$ cat src/design/mbs_pkg.sv
`default_nettype none
// ----------------------------------------------------------------------------
// mbs_pkg
// shared constants for the metronome beat sequencer: pitch periods, limit
// tables, register map and field widths
// ----------------------------------------------------------------------------
package mbs_pkg;

    localparam int unsigned SOUND_NUM   = 100000;
    localparam int unsigned BEAT_NUM    = 60000000;
    localparam int unsigned TEMPO_RST   = 90;
    localparam int unsigned PERIOD_HIGH = 1276;
    localparam int unsigned PERIOD_MID  = 1517;
    localparam int unsigned PERIOD_LOW  = 2273;

    localparam int MAX_BEATS       = 16;
    localparam int NUM_PITCHES_DEF = 3;

    localparam int BPB_W       = 5;
    localparam int TEMPO_W     = 9;
    localparam int PATTERN_W   = 32;
    localparam int PERIOD_W    = 12;
    localparam int COMPARE_W   = 11;
    localparam int LEDS_W      = 4;
    localparam int NUMBER_W    = 5;
    localparam int TICK_W      = 16;
    localparam int BEAT_IDX_W  = 4;
    localparam int SLIMIT_W    = 7;
    localparam int BLIMIT_W    = 16;
    localparam int CODE_W      = 2;
    localparam int DIVISOR_W   = TEMPO_W + PERIOD_W;
    localparam int DIVIDEND_W  = $clog2(BEAT_NUM + 1);

    typedef logic [PERIOD_W-1:0] t_period;
    typedef logic [SLIMIT_W-1:0] t_slimit;
    typedef logic [BLIMIT_W-1:0] t_blimit;

    // pitch code 3 maps onto the low tone
    localparam t_period PITCH_PERIOD [4] = '{
        PERIOD_W'(PERIOD_HIGH), PERIOD_W'(PERIOD_MID),
        PERIOD_W'(PERIOD_LOW),  PERIOD_W'(PERIOD_LOW)
    };

    localparam t_slimit SOUND_LIMIT [4] = '{
        SLIMIT_W'(SOUND_NUM / PERIOD_HIGH), SLIMIT_W'(SOUND_NUM / PERIOD_MID),
        SLIMIT_W'(SOUND_NUM / PERIOD_LOW),  SLIMIT_W'(SOUND_NUM / PERIOD_LOW)
    };

    localparam t_blimit BEAT_LIMIT_RST [4] = '{
        BLIMIT_W'(BEAT_NUM / (TEMPO_RST * PERIOD_HIGH)),
        BLIMIT_W'(BEAT_NUM / (TEMPO_RST * PERIOD_MID)),
        BLIMIT_W'(BEAT_NUM / (TEMPO_RST * PERIOD_LOW)),
        BLIMIT_W'(BEAT_NUM / (TEMPO_RST * PERIOD_LOW))
    };

    // register map, word index
    localparam logic [1:0] REG_BPB     = 2'd0;
    localparam logic [1:0] REG_TEMPO   = 2'd1;
    localparam logic [1:0] REG_PATTERN = 2'd2;

    localparam logic [BPB_W-1:0]     BPB_RST     = BPB_W'(4);
    localparam logic [TEMPO_W-1:0]   TEMPO_RSTV  = TEMPO_W'(TEMPO_RST);
    localparam logic [PATTERN_W-1:0] PATTERN_RST = 32'hAAAA_AAA8;

endpackage : mbs_pkg
`default_nettype wire

$ cat src/design/metronome_beat_sequencer_top.sv
`default_nettype none
// ----------------------------------------------------------------------------
// metronome_beat_sequencer_top
// tick-driven metronome: tone compare/reload, beat leds and beat counting
// ----------------------------------------------------------------------------
// usage
//   s_axis carries one request per timer tick; tdata[0] is the mute flag.
//   m_axis returns one result per tick: tone compare, tone reload, one-hot
//   beat led, beat number; tlast flags the tick that closed a beat.
//   the apb port holds beats per bar (0x0), tempo in bpm (0x4) and the
//   accent pattern (0x8); reads return the stored value, pready is tied high.
// latency and throughput
//   a tick's result is registered at the accepting edge and offered on
//   m_axis in the next cycle; one tick per cycle is sustained while the
//   divider is idle and m_axis is not held off, the work being one counter
//   increment and two compares against per-pitch limits. every write to a
//   mapped register reloads the beat limits through a shared restoring
//   divider, one quotient bit per cycle, pitches in turn; s_axis_tready
//   stays low while it runs and the next tick restarts the bar from beat one.
// reset
//   registers return to 4 beats, 90 bpm and the default pattern; the limit
//   tables hold their values for 90 bpm, so ticks are taken at once.
// stall
//   while m_axis is held off the result register keeps its request and a
//   further tick is taken only in a cycle where the result moves on.
// ----------------------------------------------------------------------------
module metronome_beat_sequencer_top #(
    parameter int NUM_PITCHES = mbs_pkg::NUM_PITCHES_DEF
) (
    input  wire logic        i_clk,
    input  wire logic        i_rst_n,
    // tick stream
    input  wire logic        s_axis_tvalid,
    output logic             s_axis_tready,
    input  wire logic [7:0]  s_axis_tdata,   // [0] mute, [7:1] zero
    // result stream
    output logic             m_axis_tvalid,
    input  wire logic        m_axis_tready,
    output logic [31:0]      m_axis_tdata,   // tone_compare, tone_reload, beat_leds, beat_number
    output logic             m_axis_tlast,   // beat_advanced
    // configuration
    input  wire logic        psel,
    input  wire logic        penable,
    input  wire logic        pwrite,
    input  wire logic [3:0]  paddr,
    input  wire logic [31:0] pwdata,
    output logic [31:0]      prdata,
    output logic             pready
);
    import mbs_pkg::*;

    localparam int PIDX_W = (NUM_PITCHES > 1) ? $clog2(NUM_PITCHES) : 1;
    localparam int CNT_W  = $clog2(DIVIDEND_W);

    localparam logic [1:0] ST_IDLE = 2'd0;
    localparam logic [1:0] ST_MUL  = 2'd1;
    localparam logic [1:0] ST_DIV  = 2'd2;

    localparam logic [PIDX_W-1:0]     LAST_PITCH = PIDX_W'(NUM_PITCHES - 1);
    localparam logic [CODE_W-1:0]     LAST_CODE  = CODE_W'(NUM_PITCHES - 1);
    localparam logic [CNT_W-1:0]      LAST_STEP  = CNT_W'(DIVIDEND_W - 1);
    localparam logic [DIVIDEND_W-1:0] DIVIDEND   = DIVIDEND_W'(BEAT_NUM);

    // configuration registers
    logic [BPB_W-1:0]     r_bpb;
    logic [TEMPO_W-1:0]   r_tempo;
    logic [PATTERN_W-1:0] r_pattern;

    // sequencer state
    logic [TICK_W-1:0]     r_tick;
    logic [BEAT_IDX_W-1:0] r_beat;
    logic                  r_restart;
    logic [PERIOD_W-1:0]   r_last_reload;
    t_blimit               r_blimit [NUM_PITCHES];

    // limit divider
    logic [1:0]            r_state;
    logic [PIDX_W-1:0]     r_pitch;
    logic [CNT_W-1:0]      r_cnt;
    logic [DIVISOR_W-1:0]  r_divisor;
    logic [DIVISOR_W-1:0]  r_rem;
    logic [DIVIDEND_W-1:0] r_quo;

    // result register
    logic                  r_out_valid;
    logic [COMPARE_W-1:0]  r_compare;
    logic [PERIOD_W-1:0]   r_reload;
    logic [LEDS_W-1:0]     r_leds;
    logic [NUMBER_W-1:0]   r_number;
    logic                  r_adv;

    logic cfg_wr;
    logic cfg_hit;
    logic tick_take;

    assign pready  = 1'b1;
    assign cfg_wr  = psel && penable && pwrite && pready;
    assign cfg_hit = cfg_wr && (paddr[3:2] == REG_BPB || paddr[3:2] == REG_TEMPO
                                || paddr[3:2] == REG_PATTERN);

    always_comb begin
        case (paddr[3:2])
            REG_BPB:     prdata = 32'(r_bpb);
            REG_TEMPO:   prdata = 32'(r_tempo);
            REG_PATTERN: prdata = r_pattern;
            default:     prdata = 32'd0;
        endcase
    end

    always_ff @(posedge i_clk) begin
        if (!i_rst_n) begin
            r_bpb     <= BPB_RST;
            r_tempo   <= TEMPO_RSTV;
            r_pattern <= PATTERN_RST;
        end else if (cfg_wr) begin
            case (paddr[3:2])
                REG_BPB:     r_bpb     <= pwdata[BPB_W-1:0];
                REG_TEMPO:   r_tempo   <= pwdata[TEMPO_W-1:0];
                REG_PATTERN: r_pattern <= pwdata;
                default:     ;
            endcase
        end
    end

    // ---------------- beat limit divider ----------------
    // 60e6 / (bpm * period), one quotient bit per cycle, pitches in turn
    logic [TEMPO_W-1:0]   bpm_eff;
    logic [DIVISOR_W:0]   rem_shift;
    logic                 quo_bit;
    logic [DIVISOR_W:0]   rem_diff;
    logic [DIVIDEND_W-1:0] quo_next;

    assign bpm_eff   = (r_tempo == '0) ? TEMPO_W'(1) : r_tempo;
    assign rem_shift = {r_rem, r_quo[DIVIDEND_W-1]};
    assign quo_bit   = rem_shift >= {1'b0, r_divisor};
    assign rem_diff  = rem_shift - {1'b0, r_divisor};
    assign quo_next  = {r_quo[DIVIDEND_W-2:0], quo_bit};

    always_ff @(posedge i_clk) begin
        if (!i_rst_n) begin
            r_state <= ST_IDLE;
            r_pitch <= '0;
            r_cnt   <= '0;
            for (int i = 0; i < NUM_PITCHES; i++) begin
                r_blimit[i] <= BEAT_LIMIT_RST[i];
            end
        end else if (cfg_hit) begin
            // a fresh write restarts the whole reload
            r_state <= ST_MUL;
            r_pitch <= '0;
        end else begin
            case (r_state)
                ST_MUL: begin
                    r_state <= ST_DIV;
                    r_cnt   <= '0;
                end
                ST_DIV: begin
                    r_cnt <= r_cnt + CNT_W'(1);
                    if (r_cnt == LAST_STEP) begin
                        r_blimit[r_pitch] <= quo_next[BLIMIT_W-1:0];
                        if (r_pitch == LAST_PITCH) begin
                            r_state <= ST_IDLE;
                        end else begin
                            r_pitch <= r_pitch + PIDX_W'(1);
                            r_state <= ST_MUL;
                        end
                    end
                end
                default: ;
            endcase
        end
    end

    always_ff @(posedge i_clk) begin
        if (r_state == ST_MUL) begin
            r_divisor <= DIVISOR_W'(bpm_eff) * DIVISOR_W'(PITCH_PERIOD[CODE_W'(r_pitch)]);
            r_rem     <= '0;
            r_quo     <= DIVIDEND;
        end else if (r_state == ST_DIV) begin
            r_rem <= quo_bit ? rem_diff[DIVISOR_W-1:0] : rem_shift[DIVISOR_W-1:0];
            r_quo <= quo_next;
        end
    end

    // ---------------- per tick work ----------------
    logic [TICK_W-1:0]     tick_base;
    logic [TICK_W-1:0]     tick_inc;
    logic [BEAT_IDX_W-1:0] beat_base;
    logic [CODE_W-1:0]     code_raw;
    logic [CODE_W-1:0]     code;
    t_period               period;
    t_slimit               slimit;
    t_blimit               blimit;
    logic [BPB_W-1:0]      bpb_eff;
    logic [BPB_W-1:0]      beat_inc;
    logic [BEAT_IDX_W-1:0] beat_next;
    logic                  in_sound;
    logic                  in_beat;

    assign tick_base = r_restart ? '0 : r_tick;
    assign beat_base = r_restart ? '0 : r_beat;
    assign tick_inc  = tick_base + TICK_W'(1);
    assign code_raw  = r_pattern[{beat_base, 1'b0} +: CODE_W];
    assign code      = (code_raw == 2'd3 || 32'(code_raw) >= 32'(NUM_PITCHES))
                       ? LAST_CODE : code_raw;
    assign period    = PITCH_PERIOD[code];
    assign slimit    = SOUND_LIMIT[code];
    assign blimit    = r_blimit[code[PIDX_W-1:0]];
    assign in_sound  = tick_inc <= TICK_W'(slimit);
    assign in_beat   = tick_inc <= blimit;

    assign bpb_eff   = (r_bpb == '0) ? BPB_W'(1)
                     : (r_bpb > BPB_W'(MAX_BEATS)) ? BPB_W'(MAX_BEATS) : r_bpb;
    assign beat_inc  = BPB_W'(beat_base) + BPB_W'(1);
    assign beat_next = (beat_inc >= bpb_eff) ? '0 : beat_inc[BEAT_IDX_W-1:0];

    assign s_axis_tready = (r_state == ST_IDLE) && (!r_out_valid || m_axis_tready);
    assign tick_take     = s_axis_tvalid && s_axis_tready;

    always_ff @(posedge i_clk) begin
        if (!i_rst_n) begin
            r_tick        <= '0;
            r_beat        <= '0;
            r_restart     <= 1'b0;
            r_last_reload <= '0;
        end else begin
            // a write in the cycle of a tick arms the restart after that tick
            if (cfg_hit) begin
                r_restart <= 1'b1;
            end else if (tick_take) begin
                r_restart <= 1'b0;
            end
            if (tick_take) begin
                if (in_sound || in_beat) begin
                    r_tick        <= tick_inc;
                    r_beat        <= beat_base;
                    r_last_reload <= period;
                end else begin
                    r_tick <= '0;
                    r_beat <= beat_next;
                end
            end
        end
    end

    always_ff @(posedge i_clk) begin
        if (!i_rst_n) begin
            r_out_valid <= 1'b0;
        end else if (tick_take) begin
            r_out_valid <= 1'b1;
        end else if (m_axis_tready) begin
            r_out_valid <= 1'b0;
        end
    end

    always_ff @(posedge i_clk) begin
        if (tick_take) begin
            if (in_sound) begin
                r_compare <= s_axis_tdata[0] ? '0 : period[PERIOD_W-1:1];
                r_reload  <= period;
                r_leds    <= LEDS_W'(1) << beat_base[1:0];
                r_number  <= BPB_W'(beat_base) + BPB_W'(1);
                r_adv     <= 1'b0;
            end else if (in_beat) begin
                r_compare <= '0;
                r_reload  <= period;
                r_leds    <= '0;
                r_number  <= BPB_W'(beat_base) + BPB_W'(1);
                r_adv     <= 1'b0;
            end else begin
                // beat closes: silence, previous reload held
                r_compare <= '0;
                r_reload  <= r_last_reload;
                r_leds    <= '0;
                r_number  <= BPB_W'(beat_next) + BPB_W'(1);
                r_adv     <= 1'b1;
            end
        end
    end

    assign m_axis_tvalid = r_out_valid;
    assign m_axis_tdata  = {r_number, r_leds, r_reload, r_compare};
    assign m_axis_tlast  = r_adv;

    // ---------------- assertions ----------------
    a_cfg_blocks_ticks: assert property (@(posedge i_clk) disable iff (!i_rst_n)
        cfg_hit |=> !s_axis_tready)
        else $error("tick accepted while beat limits reload");

    a_beat_in_bar: assert property (@(posedge i_clk) disable iff (!i_rst_n)
        !r_restart |-> (BPB_W'(r_beat) < bpb_eff))
        else $error("beat index outside the bar");

    a_advance_silent: assert property (@(posedge i_clk) disable iff (!i_rst_n)
        (m_axis_tvalid && m_axis_tlast) |-> (r_leds == '0 && r_compare == '0))
        else $error("beat end result not silent");

    a_div_step_range: assert property (@(posedge i_clk) disable iff (!i_rst_n)
        (r_state == ST_DIV) |-> (r_cnt <= LAST_STEP))
        else $error("divider step counter overran");

    a_result_taken_tick: assert property (@(posedge i_clk) disable iff (!i_rst_n)
        tick_take |=> m_axis_tvalid)
        else $error("accepted tick produced no result");

endmodule : metronome_beat_sequencer_top
`default_nettype wire

$ cat config.mk
export PLATFORM = sky130hd
export DESIGN_NAME = metronome_beat_sequencer_top
export DESIGN_NICKNAME = d
export VERILOG_FILES = /design/src/design/mbs_pkg.sv /design/src/design/metronome_beat_sequencer_top.sv
export SDC_FILE = /design/constraint.sdc
export NUM_CORES = 1
export LEC_CHECK = 0
export BUFFER_PORTS_ARGS = -buffer_cell sky130_fd_sc_hd__buf_2
export CORE_MARGIN = 3
export CORE_UTILIZATION = 60
export CTS_CLUSTER_SIZE = 16
export DETAILED_ROUTE_END_ITERATION = 8
export GPL_TIMING_DRIVEN = 0
export PLACE_DENSITY = 0.84
export SLEW_MARGIN = 20
export SYNTH_ARGS = -nofsm -noshare
export SYNTH_HDL_FRONTEND = slang
export SYNTH_SLANG_ARGS = --single-unit
$ cat constraint.sdc
create_clock -name i_clk -period 14.05 [get_ports i_clk]
set_input_delay 1.405 -clock i_clk [delete_from_list [all_inputs] [get_ports i_clk]]
set_output_delay 1.405 -clock i_clk [all_outputs]
set_load 0.005 [all_outputs]
## After elaboration in Yosys (flattened, before gate mapping)

Memories as Yosys holds them, arrays and structs flattened.
Index checks and enable logic that the tools add are counted.

| storage, ports and cells | value |
|---|---|
| bits in registers | 190 |
| memory bits (writable) | 48 |
| output and inout bits | 68 |
| memories kept | 1 |

Memory list:

| memory | depth | width | read ports | clocked after Yosys merged registers in | wr ports | line | source |
|---|---|---|---|---|---|---|---|
| r_blimit | 3 | 16 | 1 | 0 | 3 | metronome_beat_sequencer_top.sv:74 | `t_blimit r_blimit [NUM_PITCHES];` |

| cells by class | value |
|---|---|
| add/sub/neg operators | 6 |
| multipliers | 1 |
| $lt $le $gt $ge | 8 |
| equal/unequal tests | 9 |
| shift-type cells | 2 |
| muxes and demuxes | 43 |
| bitwise gates (word level) | 6 |
| reductions and logical operators | 30 |

Operators with widths:

| operator | count |
|---|---|
| 32-bit case mux with 3 select lines | 1 |
| 12-bit 2-to-1 mux | 6 |
| 12-bit binary-select mux with 2-bit select | 2 |
| 16-bit 2-to-1 mux | 3 |
| 32-bit by 6-bit variable part select with 2-bit output | 1 |
| 22-bit by 21-bit greater-or-equal comparator with 1-bit output | 1 |
| 9-bit by 12-bit multiplier with 21-bit output | 1 |
| 21-bit 2-to-1 mux | 1 |
| 21-bit subtractor | 1 |
| 5-bit 2-to-1 mux | 4 |
| 16-bit by 1-bit adder with 16-bit output, second input constant | 1 |
| 16-bit <= comparator | 1 |
| 16-bit by 7-bit <= comparator with 1-bit output | 1 |
| 16-bit OR reduction | 1 |
| 7-bit binary-select mux with 2-bit select | 1 |
| 1-bit 2-to-1 mux | 14 |
| 7-bit 2-to-1 mux | 2 |
| 2-bit AND reduction | 7 |
| 4-bit 2-to-1 mux | 3 |
| 4-bit by 1-bit adder with 5-bit output, second input constant | 2 |
| 5-bit case mux with 2 select lines | 1 |
| 9-bit logical NOT | 1 |
| 9-bit 2-to-1 mux | 1 |
| 2-bit equality test, second input constant | 4 |
| 24 further kinds | 44 |

## Depth between registers and ports, before layout

| logic depth | value |
|---|---|
| depth in word-level cells | 12 |
| mapped depth | 23 |
| mapped depth without buffers | 20 |

## Worst setup path before layout

Ideal clock, no wire load.

| path | value |
|---|---|
| path kind | reg2reg |
| start point | reg r_pitch[1] |
| end point | reg r_divisor[20], data pin |
| setup time | 0.259 ns |
| arrival time | 4.983 ns |
| slack | 8.808 ns |
| stages on the path, launching flop included | 20 |
| path buffers | 1 |
| period minus slack after synthesis | 5.242 ns |
| cell sequence | dfxtp_1 > clkinv_1 > ha_1 > clkbuf_1 > and2_1 > fa_1 > fa_1 > fa_1 > inv_1 > fa_1 > inv_1 > ha_1 > o21ai_0 > nor2_1 > o311a_1 > a2111oi_0 > nor3_1 > a211oi_1 > a21oi_1 > xnor2_1 |

| on the way | value |
|---|---|
| cells in the longest elaborated chain, start to end | 5 |

RTL lines:

| what | line | source |
|---|---|---|
| from (decl) | metronome_beat_sequencer_top.sv:78 | `logic [PIDX_W-1:0] r_pitch;` |
| from (signal assigned) | metronome_beat_sequencer_top.sv:164 | `r_pitch <= r_pitch + PIDX_W'(1);` |
| 2-bit NOT with 3-bit output (not written as such) | metronome_beat_sequencer_top.sv:176 | `r_divisor <= DIVISOR_W'(bpm_eff) * DIVISOR_W'(PITCH_PERIOD[CODE_W'(r_pitch)]);` |
| 12-bit binary-select mux with 2-bit select | metronome_beat_sequencer_top.sv:176 |  |
| 12-bit 2-to-1 mux (not written as such) (2 in series) | metronome_beat_sequencer_top.sv:176 |  |
| 9-bit by 12-bit multiplier with 21-bit output | metronome_beat_sequencer_top.sv:176 |  |
| to (signal assigned) | metronome_beat_sequencer_top.sv:176 |  |
| to (decl) | metronome_beat_sequencer_top.sv:80 | `logic [DIVISOR_W-1:0] r_divisor;` |

Every way passes these cells. The select of a mux whose other input is x is not followed.
A chain may end at the register's enable or synchronous reset.

## Worst setup path after layout

Same ends and word-level chain as after synthesis.

==> flow_metrics.env <==
export IMPL_cts_tree="done"
export IMPL_yosys_warnings=0
export IMPL_grt_ovfl_total=0
export IMPL_power_density_nw_per_um2=130
export IMPL_fin_crit_sh=0.431
export IMPL_skew_ns=0.0301
export IMPL_gp_congestion=0.949
export IMPL_die_width_um=160
export IMPL_r2r_slack_ns=7.99
export IMPL_switchingPower_uw=684
export IMPL_fin_setup_tns_ns=0
export IMPL_slew_violations=0
export IMPL_max_freq_mhz=165
export IMPL_hold_start="r_quo[20]"
export IMPL_grt_usage=0.262
export IMPL_cts_resized=0
export IMPL_io_buffers=104
export IMPL_antenna_found_initial=0
export IMPL_dr_pass1_iters=6
export IMPL_synth_cells=1526
export IMPL_row_count=55
export IMPL_drtIter0Drc=778
export IMPL_clock_path_buffers=3
export IMPL_cts_setup_buffers=0
export IMPL_holdPathStages=2
export IMPL_hpwl_um=25800
export IMPL_synth_area_um2=14200
export IMPL_critical_path_class="reg -> reg"
export IMPL_cp_num_buf_inv=4
export IMPL_wl_per_cell_um=17.2
export IMPL_final_common_cell="nand2_1"
export IMPL_worst_ep_required_time_ns=14.31
export IMPL_final_min_clock_period_ns=6.06
export IMPL_layout_drive_gt1_share=0.114
export IMPL_die_area_um2=25600
export IMPL_r2r_end="r_divisor[20]"
export IMPL_reg2reg_depth=19
export IMPL_synth_main_ff_cell="dfxtp_1"
export IMPL_nets=1875
export IMPL_cts_buffers=24
export IMPL_boundaryPins=119
export IMPL_peakVddDrop_v=0.000120
export IMPL_post_drt_via_cell_ratio=5.77
export IMPL_seqPwrFrac=0.382
export IMPL_grt_max_degree=27
export IMPL_ctsHoldBuffers=0
export IMPL_route_detailed_drc=0
export IMPL_design_core_area_um2=23000
export IMPL_worstPathMaxFanout=12
export IMPL_synthToLayoutAreaGrowth_pct=12.5
export IMPL_power_mw=2.08
export IMPL_clk_pin_slew_worst_paths_ns=0.06
export IMPL_rsz0062_at_grt="no"
export IMPL_grt_pass1_vias=11400
export IMPL_clkSinkCount=220
export IMPL_relSlewSlack=0.345
export IMPL_async_flop_share=0
export IMPL_drt_total_wl_um=34200
export IMPL_p_clk_frac=0.320
export IMPL_final_cell_mix="nand2_1, inv_1, nor2_1"
export IMPL_min_to="r_quo[20]"
export IMPL_ys_ff_latch=220
export IMPL_die_h_um=160
export IMPL_r2r_start="r_pitch[1]"
export IMPL_yosysSeqAreaShare=0.373
export IMPL_synth_edf_count=90
export IMPL_p_comb_frac=0.298
export IMPL_antenna_cells=0
export IMPL_final_setup_viol_count=0
export IMPL_tightest_slew_ns=0.983
export IMPL_p_leak_nw=7.22
export IMPL_drv_cap=0
export IMPL_vias=11500
export IMPL_grt_pass1_wl_um=56300
export IMPL_slowest_delay_ns=0.53
export IMPL_avgSynthCellArea_um2=9.31
export IMPL_clock_latency_ns=0.54
export IMPL_internal_power_mw=1.40
export IMPL_status="finished, final reports clean"
export IMPL_startpoint_type="register"
export IMPL_worst_path_most_repeated_cell="fa_1"
export IMPL_hold_violations=0
export IMPL_synth_top_area_share=0.190
export IMPL_path_cells="clkinv_1, ha_1, clkbuf_1, and2_1, fa_1, fa_1, fa_1, inv_1, fa_1, inv_1, ha_1, o21ai_0, nor2_1, o311a_1, a2111oi_0, nor3_1, a211oi_1, a21oi_1, xnor2_1"
export IMPL_cp_end_kind="register"
export IMPL_cp_data_arrival_time_ns=6.32
export IMPL_ys_types=79
export IMPL_start_util=0.618
export IMPL_cp_slowest_cell="fa_1"
export IMPL_clockRootBuffer="clkbuf_16"
export IMPL_cp_top_family="adder cells"
export IMPL_htree_levels=1
export IMPL_synthTopCellsByArea="edfxtp_1, dfxtp_1, ha_1"
export IMPL_ant_nets=0
export IMPL_yosys_area_top_type="edfxtp_1"
export IMPL_min_path_type="reg -> reg"
export IMPL_netSwitchingFraction=0.329
flip-flops by register name, indices dropped and copies added, names as in the netlist, 4 cells and up:
| register | count |
|---|---|
| r_blimit | 48 |
| r_pattern | 32 |
| r_quo | 26 |
| r_divisor | 21 |
| r_rem | 21 |
| r_tick | 16 |
| r_tempo | 9 |
| r_last_reload | 6 |
| r_reload | 6 |
| r_bpb | 5 |
| r_cnt | 5 |
| r_compare | 5 |
| r_number | 5 |
| r_beat | 4 |
| r_leds | 4 |
per-stage QoR:
step | instance area [um2] | util | hold slack, ns | cells | setup slack (ns)
finish | 16000 | 0.696 | 0.474 | 1993 | 7.99
global route | 16000 | 0.696 | 0.480 | 1993 | 7.36
CTS | 16000 | 0.696 | 0.470 | 1993 | 7.96
detailed placement | 15100 | 0.659 | 0.457 | 1949 | 7.97
global placement | 15100 | 0.659 | 0.439 | 1949 | 8.01
floorplan | 14200 | - | 0.432 | 1532 | 8.81
layer usage:
layer / GRT usage / routed length [um] / share of wire / vias up
met5: 0 / 0 / 0 / -
met4: 0.0821 / 892 / 0.026 / 0
met3: 0.0296 / 2080 / 0.061 / 74
met2: 0.465 / 17000 / 0.50 / 423
met1: 0.338 / 14300 / 0.42 / 5493
li1: - / - / - / 5517
final cells by class:
cell class / instances / area [um2]
fill: 1765 / 7000
clock inverter: 13 / 133
clock buffer: 31 / 709
tap: 313 / 392
multi-input combinational: 1082 / 7970
inverter: 141 / 534
sequential: 220 / 5310
buffer: 89 / 422
timing repair buffer: 104 / 520
how the worst max path moves through the flow:
| stage | slack (ns) | from | cells past startpoint | end |
|---|---|---|---|---|
| 4_1_cts | 7.96 | r_pitch[1] | 19 | r_divisor[20] |
| 6_report | 7.99 | r_pitch[1] | 19 | r_divisor[20] |
| 3_5_place_dp | 7.97 | r_pitch[1] | 19 | r_divisor[20] |
| 2_1_floorplan | 8.81 | r_pitch[1] | 19 | r_divisor[20] |
| 5_1_grt | 7.36 | r_pitch[1] | 19 | r_divisor[20] |
| 3_3_place_gp | 8.01 | r_pitch[1] | 19 | r_divisor[20] |
Yosys cell counts (20+ instances only):
cell type  number
and2_1         40
a211oi_1       20
xnor2_1        33
o21ai_0        32
inv_1         136
ha_1          108
nand2_1       176
nand2b_1       24
edfxtp_1       90
a21oi_1        81
nor2_1        133
and3_1         43
nand3_1        38
fa_1           54
mux2i_1        60
clkbuf_1       60
dfxtp_1       130
cell families (layout without fill, tap and decap cells):
| family | after synthesis | after routing | share of synthesized area |
|---|---|---|---|
| and+or+nand+nor | 541 | 541 | 0.184 |
| AOI/OAI and AO/OA | 253 | 253 | 0.118 |
| buffers and inverters | 230 | 378 | 0.0673 |
| DFF | 220 | 220 | 0.373 |
| adders and majority gates | 162 | 162 | 0.171 |
| muxes | 73 | 73 | 0.0573 |
| xor gates and xnor gates | 45 | 45 | 0.0277 |
| other | 2 | 8 | 0.000528 |
power groups by stage:
| stage | sequential, mW | clock (mW) | combinational, mW |
|---|---|---|---|
| after floorplan | 0.791 | 0 | 0.474 |
| after global placement | 0.802 | 0 | 0.591 |
| after detailed placement | 0.806 | 0 | 0.608 |
| after CTS | 0.794 | 0.668 | 0.615 |
| after global routing | 0.803 | 0.691 | 0.698 |
| final | 0.796 | 0.666 | 0.620 |
tightest hold or removal path, cell delays in order (launching register included):
cell,delay (ns)
dfxtp_1,0.32
mux2i_1,0.06
nand2_1,0.06
Note: power is estimated with default switching activity, not from simulation.
